[src/design/g3rb_pkg.sv]
// ----------------------------------------------------------------------------
// g3rb_pkg: shared types and constants of the 3x3 Gaussian filter
// Pixel column type for the window cells, result group for the output queue,
// register indexes and fixed sizes.
// ----------------------------------------------------------------------------
package g3rb_pkg;

    localparam int PIX_W      = 8;
    localparam int CFG_W      = 13;
    localparam int ROW_W      = 12;
    localparam int MAX_HEIGHT = 4096;
    localparam int LS_W       = 2 * PIX_W;
    localparam int GRP_DEPTH  = 4;
    localparam int GRP_AW     = $clog2(GRP_DEPTH);
    localparam int GRP_CW     = $clog2(GRP_DEPTH + 1);
    localparam int NUM_RES    = 4;

    localparam logic [CFG_W-1:0] WIDTH_RESET  = 13'd640;
    localparam logic [CFG_W-1:0] HEIGHT_RESET = 13'd480;

    localparam logic REG_WIDTH  = 1'b0;
    localparam logic REG_HEIGHT = 1'b1;

    typedef struct packed {
        logic [PIX_W-1:0] top;
        logic [PIX_W-1:0] mid;
        logic [PIX_W-1:0] bot;
    } t_col;

    typedef struct packed {
        logic shift;
        logic fill;
    } t_cell_ctl;

    typedef struct packed {
        logic [NUM_RES-1:0][PIX_W-1:0] pix;
        logic [NUM_RES-1:0]            mask;
    } t_grp;

endpackage

[src/design/g3rb_kernel.sv]
// ----------------------------------------------------------------------------
// g3rb_kernel: weighted 3x3 sum
// Corners times 16, edge neighbors times 31, center times 67, scaled by 1/256.
// ----------------------------------------------------------------------------
module g3rb_kernel (
    input  g3rb_pkg::t_col                  i_left,
    input  g3rb_pkg::t_col                  i_centre,
    input  g3rb_pkg::t_col                  i_right,
    output logic [g3rb_pkg::PIX_W-1:0]      o_pix
);

    logic [9:0]  w_corners;
    logic [9:0]  w_edges;
    logic [15:0] w_corner_term;
    logic [15:0] w_edge_term;
    logic [15:0] w_centre_term;
    logic [15:0] w_sum;

    assign w_corners = 10'(i_left.top) + 10'(i_right.top)
                     + 10'(i_left.bot) + 10'(i_right.bot);
    assign w_edges   = 10'(i_centre.top) + 10'(i_left.mid)
                     + 10'(i_right.mid) + 10'(i_centre.bot);

    assign w_corner_term = 16'({w_corners, 4'b0000});
    assign w_edge_term   = 16'({w_edges, 5'b00000}) - 16'(w_edges);
    assign w_centre_term = 16'({i_centre.mid, 6'b000000}) + 16'({i_centre.mid, 1'b0})
                         + 16'(i_centre.mid);

    assign w_sum = w_corner_term + w_edge_term + w_centre_term;
    assign o_pix = w_sum[15:8];

endmodule

[config.mk]
export PLATFORM = sky130hd
export DESIGN_NAME = g3rb_kernel
export DESIGN_NICKNAME = d
export VERILOG_FILES = /design/src/design/g3rb_pkg.sv /design/src/design/g3rb_kernel.sv
export SDC_FILE = /design/constraint.sdc
export NUM_CORES = 1
export LEC_CHECK = 0
export CAP_MARGIN = 20
export CORE_UTILIZATION = 37
export DETAILED_ROUTE_END_ITERATION = 10
export DONT_BUFFER_PORTS = 1
export PLACE_DENSITY = 0.59
export RECOVER_POWER = 100
export SYNTH_ARGS = -nofsm -noshare
export SYNTH_HDL_FRONTEND = slang
export SYNTH_SLANG_ARGS = --single-unit
[constraint.sdc]
create_clock -name vclk -period 22.7
set_input_delay 4.54 -clock vclk [all_inputs]
set_output_delay 4.54 -clock vclk [all_outputs]
set_load 0.01 [all_outputs]
== Word level (Yosys, flattened, before mapping) ==
Index checks and enable logic that the tools add are counted.
Widths: inputs -> output; s select.
Word-level totals
  output and inout bits: 8
  flip-flop bits (word level): 0
  logic and storage cells: 11
Cells by class
  add/sub/neg operators: 11
Operator list (count)
  $add 10x8->10: 2
  $add 9x8->10: 2
  $add 8x8->9: 2
  $add 14x16->16: 1
  $add 15x8->16: 1
  $add 16x16->16: 1
  $sub 15x10->16: 1
  $add 14x9->15: 1

== Longest topological paths before layout ==
  word-level depth: 6
  depth in mapped cells: 22
  mapped depth without buffers: 22

== Worst setup path after synthesis ==
No wires, ideal clock.
  kind: input to output
  start: in i_left[9] (netlist bit)
  end: out o_pix[5] (netlist bit)
  arrival: 9.879 ns
  path slack: 8.281 ns
  path buffers: 0
  stages on the path: 21
  cell sequence: inv_1 -> fa_1 -> inv_1 -> fa_1 -> ha_1 -> fa_1 -> a21o_1 -> a21oi_1 -> o21bai_1 -> a21oi_2 -> o21ai_0 -> fa_1 -> fa_1 -> fa_1 -> inv_1 -> ha_1 -> a21oi_1 -> o21a_1 -> o221ai_2 -> o31ai_1 -> xnor2_1
Between the ends
  cells in the longest elaborated chain, start to end: 6
RTL lines
  start: declaration: line g3rb_kernel.sv:6  | input g3rb_pkg::t_col i_left,
  $add 8x8->9: line g3rb_kernel.sv:21  | assign w_edges = 10'(i_centre.top) + 10'(i_left.mid)
  $add 9x8->10: line g3rb_kernel.sv:22  | + 10'(i_right.mid) + 10'(i_centre.bot);
  $add 10x8->10: line g3rb_kernel.sv:22
  $sub 15x10->16: line g3rb_kernel.sv:25  | assign w_edge_term = 16'({w_edges, 5'b00000}) - 16'(w_edges);
  $add 14x16->16: line g3rb_kernel.sv:29  | assign w_sum = w_corner_term + w_edge_term + w_centre_term;
  $add 16x16->16: line g3rb_kernel.sv:29
  end: declaration: line g3rb_kernel.sv:9  | output logic [g3rb_pkg::PIX_W-1:0] o_pix
No other way between the ends.

== Worst setup path after layout ==
  start: in i_left[9] (netlist bit)
  end: out o_pix[7] (netlist bit)
The elaborated chain is that of the path after synthesis.

==> flow_summary_export.csv <==
group,metric,value,unit
status,outcome,"complete, no violations",
hold_path,hold_class,"input pin to output port",
synth,syn-num-nets,467,
worst_setup_path,worst_ep_required_time,18160,ps
clocking,cts-resized-gates,0,
final_layout,drive_gt1_share,1.027,%
timing,report.final.slew_viol_count,0,
worst_setup_path,critPathLaunch,"i_left[9]",
clocking,post-cts-setup-buffers,0,
synth,synth_commonest_cells,"inv_1 (89), fa_1 (55), ha_1 (48)",
routing,ant_nets,0,
routing,drt_iter0_markers,84,
synth,synth_top_area_share,40.76,%
worst_setup_path,crit_chain,"inv_1 -> fa_1 -> inv_1 -> fa_1 -> ha_1 -> fa_1 -> a21o_1 -> a21oi_1 -> o21bai_1 -> a21oi_1 -> o21ai_0 -> fa_1 -> fa_1 -> fa_1 -> inv_1 -> ha_1 -> a21oi_1 -> o21a_1 -> o221ai_1 -> o311ai_0",
grt,grt_pass1_wl,7914,um
grt,track_usage,12.80,%
timing,tightest_slew,641.3,ps
routing,vias,1771,
synth,synth.most_common_cell,"inv_1",
worst_setup_path,worstPathMaxFanout,5,
worst_setup_path,path_common_cell,"fa_1",
worst_setup_path,crit_buf_inv,3,
synth,ys_seq_area_share,0,%
timing,setup_viol,0,
floorplanning,rows,30,
synth,syn_area_per_cell,9.251,um^2
floorplanning,fp.dieArea,0.007647,mm^2
timing,period_share,66.39,%
floorplanning,die_h,87.45,um
placement,io_buffers,0,
synth,syn_inst,292,
timing,slew_headroom,56.70,%
timing,finalCriticalPeriod,15070,ps
floorplanning,core-area,0.006907,mm^2
routing,drtPass1Iterations,4,
timing,finalSetupTns,0,ps
routing,wire_per_inst,11.56,um
grt,overflow,0,
placement,dp_hpwl,4405,um
synth,synth_warnings,0,
grt,grt_max_degree,6,
synth,syn_area,0.002701,mm^2
timing,hold_viol_final,0,
synth,yosysTopAreaCell,"fa_1",
worst_setup_path,critPathCaptureType,"output port",
worst_setup_path,worstPathArrival,10530,ps
final_layout,nets,469,
final_layout,final_core_util,40.71,%
final_layout,n_clock_buffer,0,
final_layout,area_growth_syn_to_layout,4.076,%
floorplanning,initial_utilization,39.11,%
clocking,ctsHoldBuffers,0,
worst_setup_path,cpPeakStageDelay,650,ps
worst_setup_path,cp.depth,20,
worst_setup_path,critical-path-slowest-cell,"o311ai_0",
placement,gp_congestion,0.8995,
timing,rsz0062_at_grt,"no",
routing,drcViolationCount,0,
grt,grt_pass1_vias,1865,
worst_setup_path,critPathKind,"input pin to output port",
worst_setup_path,critPathLaunchType,"input pin",
synth,synthTopCellsByArea,"fa_1 (41%), ha_1 (22%), inv_1 (12%)",
routing,finalWirelength,4484,um
worst_setup_path,crit_path_end,"o_pix[7]",
timing,max_freq,0.06636,GHz
hold_path,hold_depth,5,
final_layout,nFlopsAndLatches,0,
floorplanning,die_width,87.45,um
final_layout,diodes,0,
synth,synth_cell_types,29,
routing,viasPerCell,4.564,
worst_setup_path,cp_top_family,"adder cells",
run,cap_violations,0,
final_layout,regArea,0,um^2
floorplanning,ios,80,
grt,grt_antenna_before_repair,0,
per-stage QoR:
| step | cells | area (um^2) | hold slack, ps | worst slack, ps |
|---|---|---|---|---|
| global route | 388 | 2811 | 9833 | 7318 |
| global placement | 388 | 2821 | 9798 | 8070 |
| CTS | 388 | 2821 | 9796 | 7961 |
| finish | 388 | 2811 | 9793 | 7630 |
| detailed placement | 388 | 2821 | 9795 | 7970 |
| floorplan | 292 | 2701 | 9622 | 8281 |
cell usage in the layout, fill, tap and decap left out, types with 2 or more instances in the layout:
master and n:
xor2_1 11, o21bai_1 2, nor2_1 11, o21ai_0 5, fa_1 55, nor3_1 4, o21ai_1 2, a21o_1 8
xnor2_1 11, a21oi_1 15, inv_1 89, nand2_1 11, ha_1 48, o41ai_2 2, nand4_1 2, o21a_1 4
cell families after synthesis:
family          share of synthesized area (%)
compound gates                          11.81
xor+xnor                                7.133
fa+ha+maj                               62.99
buf+inv                                 12.37
simple gates                            5.697
layout make-up:
| cell class | count | area [um^2] |
|---|---|---|
| inverters | 89 | 334.1 |
| well taps | 96 | 120.1 |
| fillers | 722 | 4095 |
| multi-input cells | 203 | 2357 |
worst min-delay path by stage:
stage	startpoint	to	slack, ps
finish	i_centre[8]	o_pix[0]	9790
global route	i_centre[8]	o_pix[2]	9830
CTS	i_centre[8]	o_pix[3]	9800
detailed placement	i_centre[8]	o_pix[3]	9790
global placement	i_centre[8]	o_pix[3]	9800
floorplan	i_centre[8]	o_pix[0]	9620
worst min-delay path, cell delays in order:
cell and delay (ps):
nor2b_4 20, o32ai_1 310, o21ai_0 160, nand2_1 110, xor2_1 110
layer usage:
| metal | wire length [um] | share of wire (%) | global-route usage (%) |
|---|---|---|---|
| met4 | 0 | 0 | 0 |
| met3 | 170 | 3.8 | 0.6635 |
| met5 | 0 | 0 | 0 |
| met2 | 2207 | 49 | 23.22 |
| met1 | 2106 | 47 | 17.86 |
Power is not shown: default switching activity piles up to over one toggle a cycle in this logic, so the estimate is an artifact.
