<file path="config.mk">
export PLATFORM = sky130hd
export DESIGN_NAME = g3rb_col_cell
export DESIGN_NICKNAME = d
export VERILOG_FILES = /design/src/design/g3rb_pkg.sv /design/src/design/g3rb_col_cell.sv
export SDC_FILE = /design/constraint.sdc
export NUM_CORES = 1
export LEC_CHECK = 0
export BUFFER_PORTS_ARGS = -buffer_cell sky130_fd_sc_hd__buf_2
export CORE_UTILIZATION = 42
export CTS_CLUSTER_SIZE = 28
export DETAILED_ROUTE_END_ITERATION = 16
export GPL_TIMING_DRIVEN = 0
export PLACE_DENSITY = 0.91
export SYNTH_ARGS = -nofsm -noshare
export SYNTH_HDL_FRONTEND = slang
export SYNTH_SLANG_ARGS = --single-unit
</file>
<file path="constraint.sdc">
create_clock -name i_clk -period 1.8 [get_ports i_clk]
set_clock_uncertainty 0.1 [all_clocks]
set_input_delay 0.36 -clock i_clk [delete_from_list [all_inputs] [get_ports i_clk]]
set_output_delay 0.36 -clock i_clk [all_outputs]
set_load 0.02 [all_outputs]
</file>
<file path="src/design/g3rb_pkg.sv">
// ----------------------------------------------------------------------------
// g3rb_pkg: shared types and constants of the 3x3 Gaussian filter
// Pixel column type for the window cells, result group for the output queue,
// register indexes and fixed sizes.
// ----------------------------------------------------------------------------
package g3rb_pkg;

    localparam int PIX_W      = 8;
    localparam int CFG_W      = 13;
    localparam int ROW_W      = 12;
    localparam int MAX_HEIGHT = 4096;
    localparam int LS_W       = 2 * PIX_W;
    localparam int GRP_DEPTH  = 4;
    localparam int GRP_AW     = $clog2(GRP_DEPTH);
    localparam int GRP_CW     = $clog2(GRP_DEPTH + 1);
    localparam int NUM_RES    = 4;

    localparam logic [CFG_W-1:0] WIDTH_RESET  = 13'd640;
    localparam logic [CFG_W-1:0] HEIGHT_RESET = 13'd480;

    localparam logic REG_WIDTH  = 1'b0;
    localparam logic REG_HEIGHT = 1'b1;

    typedef struct packed {
        logic [PIX_W-1:0] top;
        logic [PIX_W-1:0] mid;
        logic [PIX_W-1:0] bot;
    } t_col;

    typedef struct packed {
        logic shift;
        logic fill;
    } t_cell_ctl;

    typedef struct packed {
        logic [NUM_RES-1:0][PIX_W-1:0] pix;
        logic [NUM_RES-1:0]            mask;
    } t_grp;

endpackage

</file>
<file path="src/design/g3rb_col_cell.sv">
// ----------------------------------------------------------------------------
// g3rb_col_cell: one column of the 3x3 window
// Holds three pixels; shifts in its right neighbor's column, or the new
// column when a row starts.
// ----------------------------------------------------------------------------
module g3rb_col_cell (
    input  logic                  i_clk,
    input  logic                  i_rst_n,
    input  g3rb_pkg::t_cell_ctl   i_ctl,
    input  g3rb_pkg::t_col        i_new,
    input  g3rb_pkg::t_col        i_next,
    output g3rb_pkg::t_col        o_col
);

    g3rb_pkg::t_col r_col;

    always_ff @(posedge i_clk) begin
        if (!i_rst_n) begin
            r_col <= '0;
        end else if (i_ctl.shift) begin
            r_col <= i_ctl.fill ? i_new : i_next;
        end
    end

    assign o_col = r_col;

endmodule

</file>
Word-level counts from Yosys, hierarchy flattened

Index checks and enable logic that the tools add are counted.

Flip-flop bits (word level): 24
Bits in latches: 0
Memory bits (writable): 0
Bits in read-only memories: 0
Bits of input ports: 52
Output and inout bits: 24
Memories kept: 0

$add $sub $neg: 0
$mul: 0
Div/mod/pow operators: 0
$lt $le $gt $ge: 0
Eq/ne operators: 0
Shift operators: 0
Mux-type cells: 1
Bitwise logic cells: 0
Reduce and logical (&&, ||, !) cells: 0

Operators with widths:

| cell     | number |
|---|---|
| $mux W24 | 1 |

Depth between registers and ports, before layout

Word-level depth: 1
Depth in mapped cells: 4

Worst setup path before layout

No wires, ideal clock.

Path type: input to register
Start: input port i_ctl[0] (netlist bit)
End: register r_col, in the netlist o_col[0]
Setup time: 122 ps
Arrival: 850 ps
Path slack: 728 ps
Stages: 4
Buffers on the path: 2
Cell sequence: buf_6 -> buf_12 -> mux2i_1 -> a21oi_1

Longest elaborated chain between the ends: 1

RTL lines:

| element              | line                | text |
|---|---|---|
| start, declared      | g3rb_col_cell.sv:9  | `input g3rb_pkg::t_cell_ctl i_ctl,` |
| $mux W24             | g3rb_col_cell.sv:21 | `r_col <= i_ctl.fill ? i_new : i_next;` |
| end signal, assigned | g3rb_col_cell.sv:21 |  |
| end, declared        | g3rb_col_cell.sv:15 | `g3rb_pkg::t_col r_col;` |

No other way between the ends.
A chain may end at the register's enable or synchronous reset.

Final worst setup path

Start: register r_col, in the netlist o_col[13]
End: output port o_col[13] (netlist bit)

RTL lines:

| element       | line                | text |
|---|---|---|
| end, declared | g3rb_col_cell.sv:12 | `output g3rb_pkg::t_col o_col` |

No word-level cell between the ends.

==> Flow_metrics.wiki <==
{| class="wikitable"
! Metric !! Value
|-
| Worst ir drop on vdd || 538 µV
|-
| Overall track demand over capacity in global routing || 20.2%
|-
| Total iterations of the first detailed-routing run || 4
|-
| Sw frac || approximately 28%
|-
| Cells traversed along the worst timing path || buf_2
|-
| Count of final hold-check violations || 0
|-
| Part of the Yosys area used for sequential elements || 46.0%
|-
| Yosys top cell by area || sky130_fd_sc_hd__dfxtp_1
|-
| CP required || 1340 ps
|-
| Final setup violation count || 0
|-
| Core area || around 2300 µm²
|-
| Largest register FFs || 24
|-
| Final routed wire length divided by cell count || 12.4 µm
|-
| Detailed-route via count || 1080
|-
| Deepest level of the CTS H-tree || 1
|-
| Fraction of post-synthesis cell area in the top cell type by area || 46.0%
|-
| Routed wire length || 2.61 mm
|-
| Height of the die || 51.8 µm
|-
| Synth warn || 0
|-
| Worst min-delay path category || in -> reg
|-
| Kind of start point of the critical path || flop
|-
| Worst Path Arrival || between 800 and 900 ps
|-
| Most common library cell in the layout ignoring fill and taps || sky130_fd_sc_hd__buf_2
|-
| Leakage dissipation || 0.776 nW
|-
| Post-CTS repair timing setup buffer count || 0
|-
| Max-Cap Viols || 0
|-
| Site Rows || 17
|-
| DIE AREA || 2690 µm²
|-
| Antenna violations before repair || 0
|-
| Worst slew margin || between 70% and 80%
|-
| Global-route wire length before repair || 4.06 mm
|-
| Post-synthesis instance area || 1040 µm²
|-
| Hold-fix buffers, CTS || 0
|-
| Total power || 1.07 mW
|-
| Layout area overhead || 40.5%
|-
| Post-place setup slack || about 510 ps
|-
| GRT overflow || 0
|-
| Leading post-synthesis cells by cell area || sky130_fd_sc_hd__dfxtp_1, sky130_fd_sc_hd__mux2i_1, sky130_fd_sc_hd__a21oi_1
|-
| Power Density || 727 nW/µm²
|-
| Number of buffers inserted by port buffering || 73
|-
| Maximum fanout count along the critical path || 2
|-
| Switching component of the power || 298 µW
|-
| Worst Tran Pin Value || ~350 ps
|-
| CTS root buf || sky130_fd_sc_hd__clkbuf_4
|-
| Net count reported at finish || about 240
|-
| Detailed router's first-iteration violation count || 6
|-
| Sinks on the clock net || 24
|-
| Detailed Place HPWL || 2.13 mm
|-
| Register-to-Register Setup Slack || around 1000 ps
|-
| Type of element capturing the critical path || primary output
|-
| Inserted Clock Buffers || 3
|-
| Number of register bits inferred by synthesis || 24
|-
| Share of cells above drive strength 1 || around 46%
|-
| Count of pins on the block boundary || 76
|-
| Delay of the slowest critical-path stage || 350 ps
|-
| Clock tree from TritonCTS || yes
|-
| Fmax || approximately 780 MHz
|-
| Highest-count cells in the layout ignoring fill and taps || sky130_fd_sc_hd__buf_2, sky130_fd_sc_hd__mux2i_1, sky130_fd_sc_hd__o21ai_0, sky130_fd_sc_hd__a21oi_1, sky130_fd_sc_hd__dfxtp_1
|-
| Net count after synthesis || 158
|-
| Mean instance size in the synthesized netlist || 9.84 µm²
|-
| Crit path buf inv count || 1
|-
| Unique masters post-synth || 8
|-
| Starting density of the core || between 40% and 50%
|-
| Clock transition at the register clock pins on the worst setup and hold paths after CTS || 120 ps
|-
| Quantity of gates resized following cts || 0
|-
| Final routed DRC violation total || 0
|-
| Post-route fraction of the period consumed by the critical path || between 70 and 80%
|-
| Delay-heaviest family, CP || flip-flops
|-
| Worst setup path category || reg -> out
|-
| Instance count of the mapped netlist || 106
|-
| Power share of the clock group || 20.2%
|-
| Setup repair after global routing missed its margin || no
|-
| Routed Antenna Nets || 0
|-
| Outcome || finished clean
|-
| Placer Congestion || 0.696
|-
| Largest buffer count on any clock path || 2
|-
| Flop pwr share || 55.2%
|-
| Combinational fraction of design power || 24.6%
|-
| Cell Int Power || between 700 and 800 µW
|-
| Die W || 51.8 µm
|-
| Setup ws final || between 500 and 600 ps
|-
| Number of vias per cell || slightly above 5
|-
| Number of diodes || 0
|-
| Pin count of the biggest net entering global routing || 13
|-
| Via count of the first global-routing pass || between 1000 and 1500
|-
| Crit-path slowest cell || sky130_fd_sc_hd__dfxtp_1
|-
| Pins over their slew limit || 0
|-
| Min Clock Period, post-route || 1280 ps
|-
| Later-pin clock latency in the skew report || 290 ps
|-
| TNS Setup || 0 ps
|-
| Number of fill cells || between 200 and 250
|}
synth_stat cells:
| cell type | instances |
|---|---|
| sky130_fd_sc_hd__buf_6 | 1 |
| sky130_fd_sc_hd__dfxtp_1 | 24 |
| sky130_fd_sc_hd__clkbuf_1 | 3 |
| sky130_fd_sc_hd__buf_2 | 4 |
| sky130_fd_sc_hd__mux2i_1 | 24 |
| sky130_fd_sc_hd__o21ai_0 | 24 |
| sky130_fd_sc_hd__buf_12 | 2 |
| sky130_fd_sc_hd__a21oi_1 | 24 |
kinds of logic (layout without fill, tap and decap cells):
family          Yosys count  in the layout  synth area share [%]
mux                      24             24                  23.0
compound gates           48             48                  23.0
buf+inv                  10             86                  7.91
flops                    24             24                  46.0
per-stage QoR:
stage / hold WS [ps] / util (%) / instance area, µm² / instances
2_1_floorplan: 398 / - / 1040 / 106
3_3_place_gp: 402 / 63.4 / 1440 / 207
3_5_place_dp: 412 / 63.4 / 1440 / 207
4_1_cts: 225 / 64.4 / 1470 / 210
5_1_grt: 219 / 64.4 / 1470 / 210
6_report: 234 / 64.4 / 1470 / 210
power groups by stage:
stage / Combinational [mW] / Sequential, mW / Clock [mW]
final: 0.263 / 0.588 / 0.215
after global placement: 0.254 / 0.598 / 0
after global routing: 0.287 / 0.593 / 0.257
after detailed placement: 0.265 / 0.600 / 0
after floorplan: 0.103 / 0.649 / 0
after CTS: 0.265 / 0.589 / 0.229
final timing paths:
kind,from,depth (start not counted),to
max reg2reg,o_col[19]$_SDFFE_PN0P_,2,o_col[19]$_SDFFE_PN0P_
max,o_col[13]$_SDFFE_PN0P_,1,o_col[13]
min reg2reg,o_col[6]$_SDFFE_PN0P_,2,o_col[6]$_SDFFE_PN0P_
min,i_rst_n,3,o_col[7]$_SDFFE_PN0P_
layer usage:
metal  GRT usage, %  part of all wire (%)
met1           20.1                    39
met2           41.5                    55
met3           2.63                   5.3
met4           6.76                  0.38
met5              0                     0
cell type report:
| class | count | area [µm²] | area share (%) |
|---|---|---|---|
| Timing Repair Buffer | 73 | 365 | 24.9 |
| Clock buffer | 3 | 22.5 | 1.54 |
| Sequential cell | 24 | 480 | 32.8 |
| Tap cell | 28 | 35.0 | 2.39 |
| Buffer | 10 | 82.6 | 5.63 |
| Multi-Input combinational cell | 72 | 480 | 32.8 |
Power figures use the tool's default switching activity.
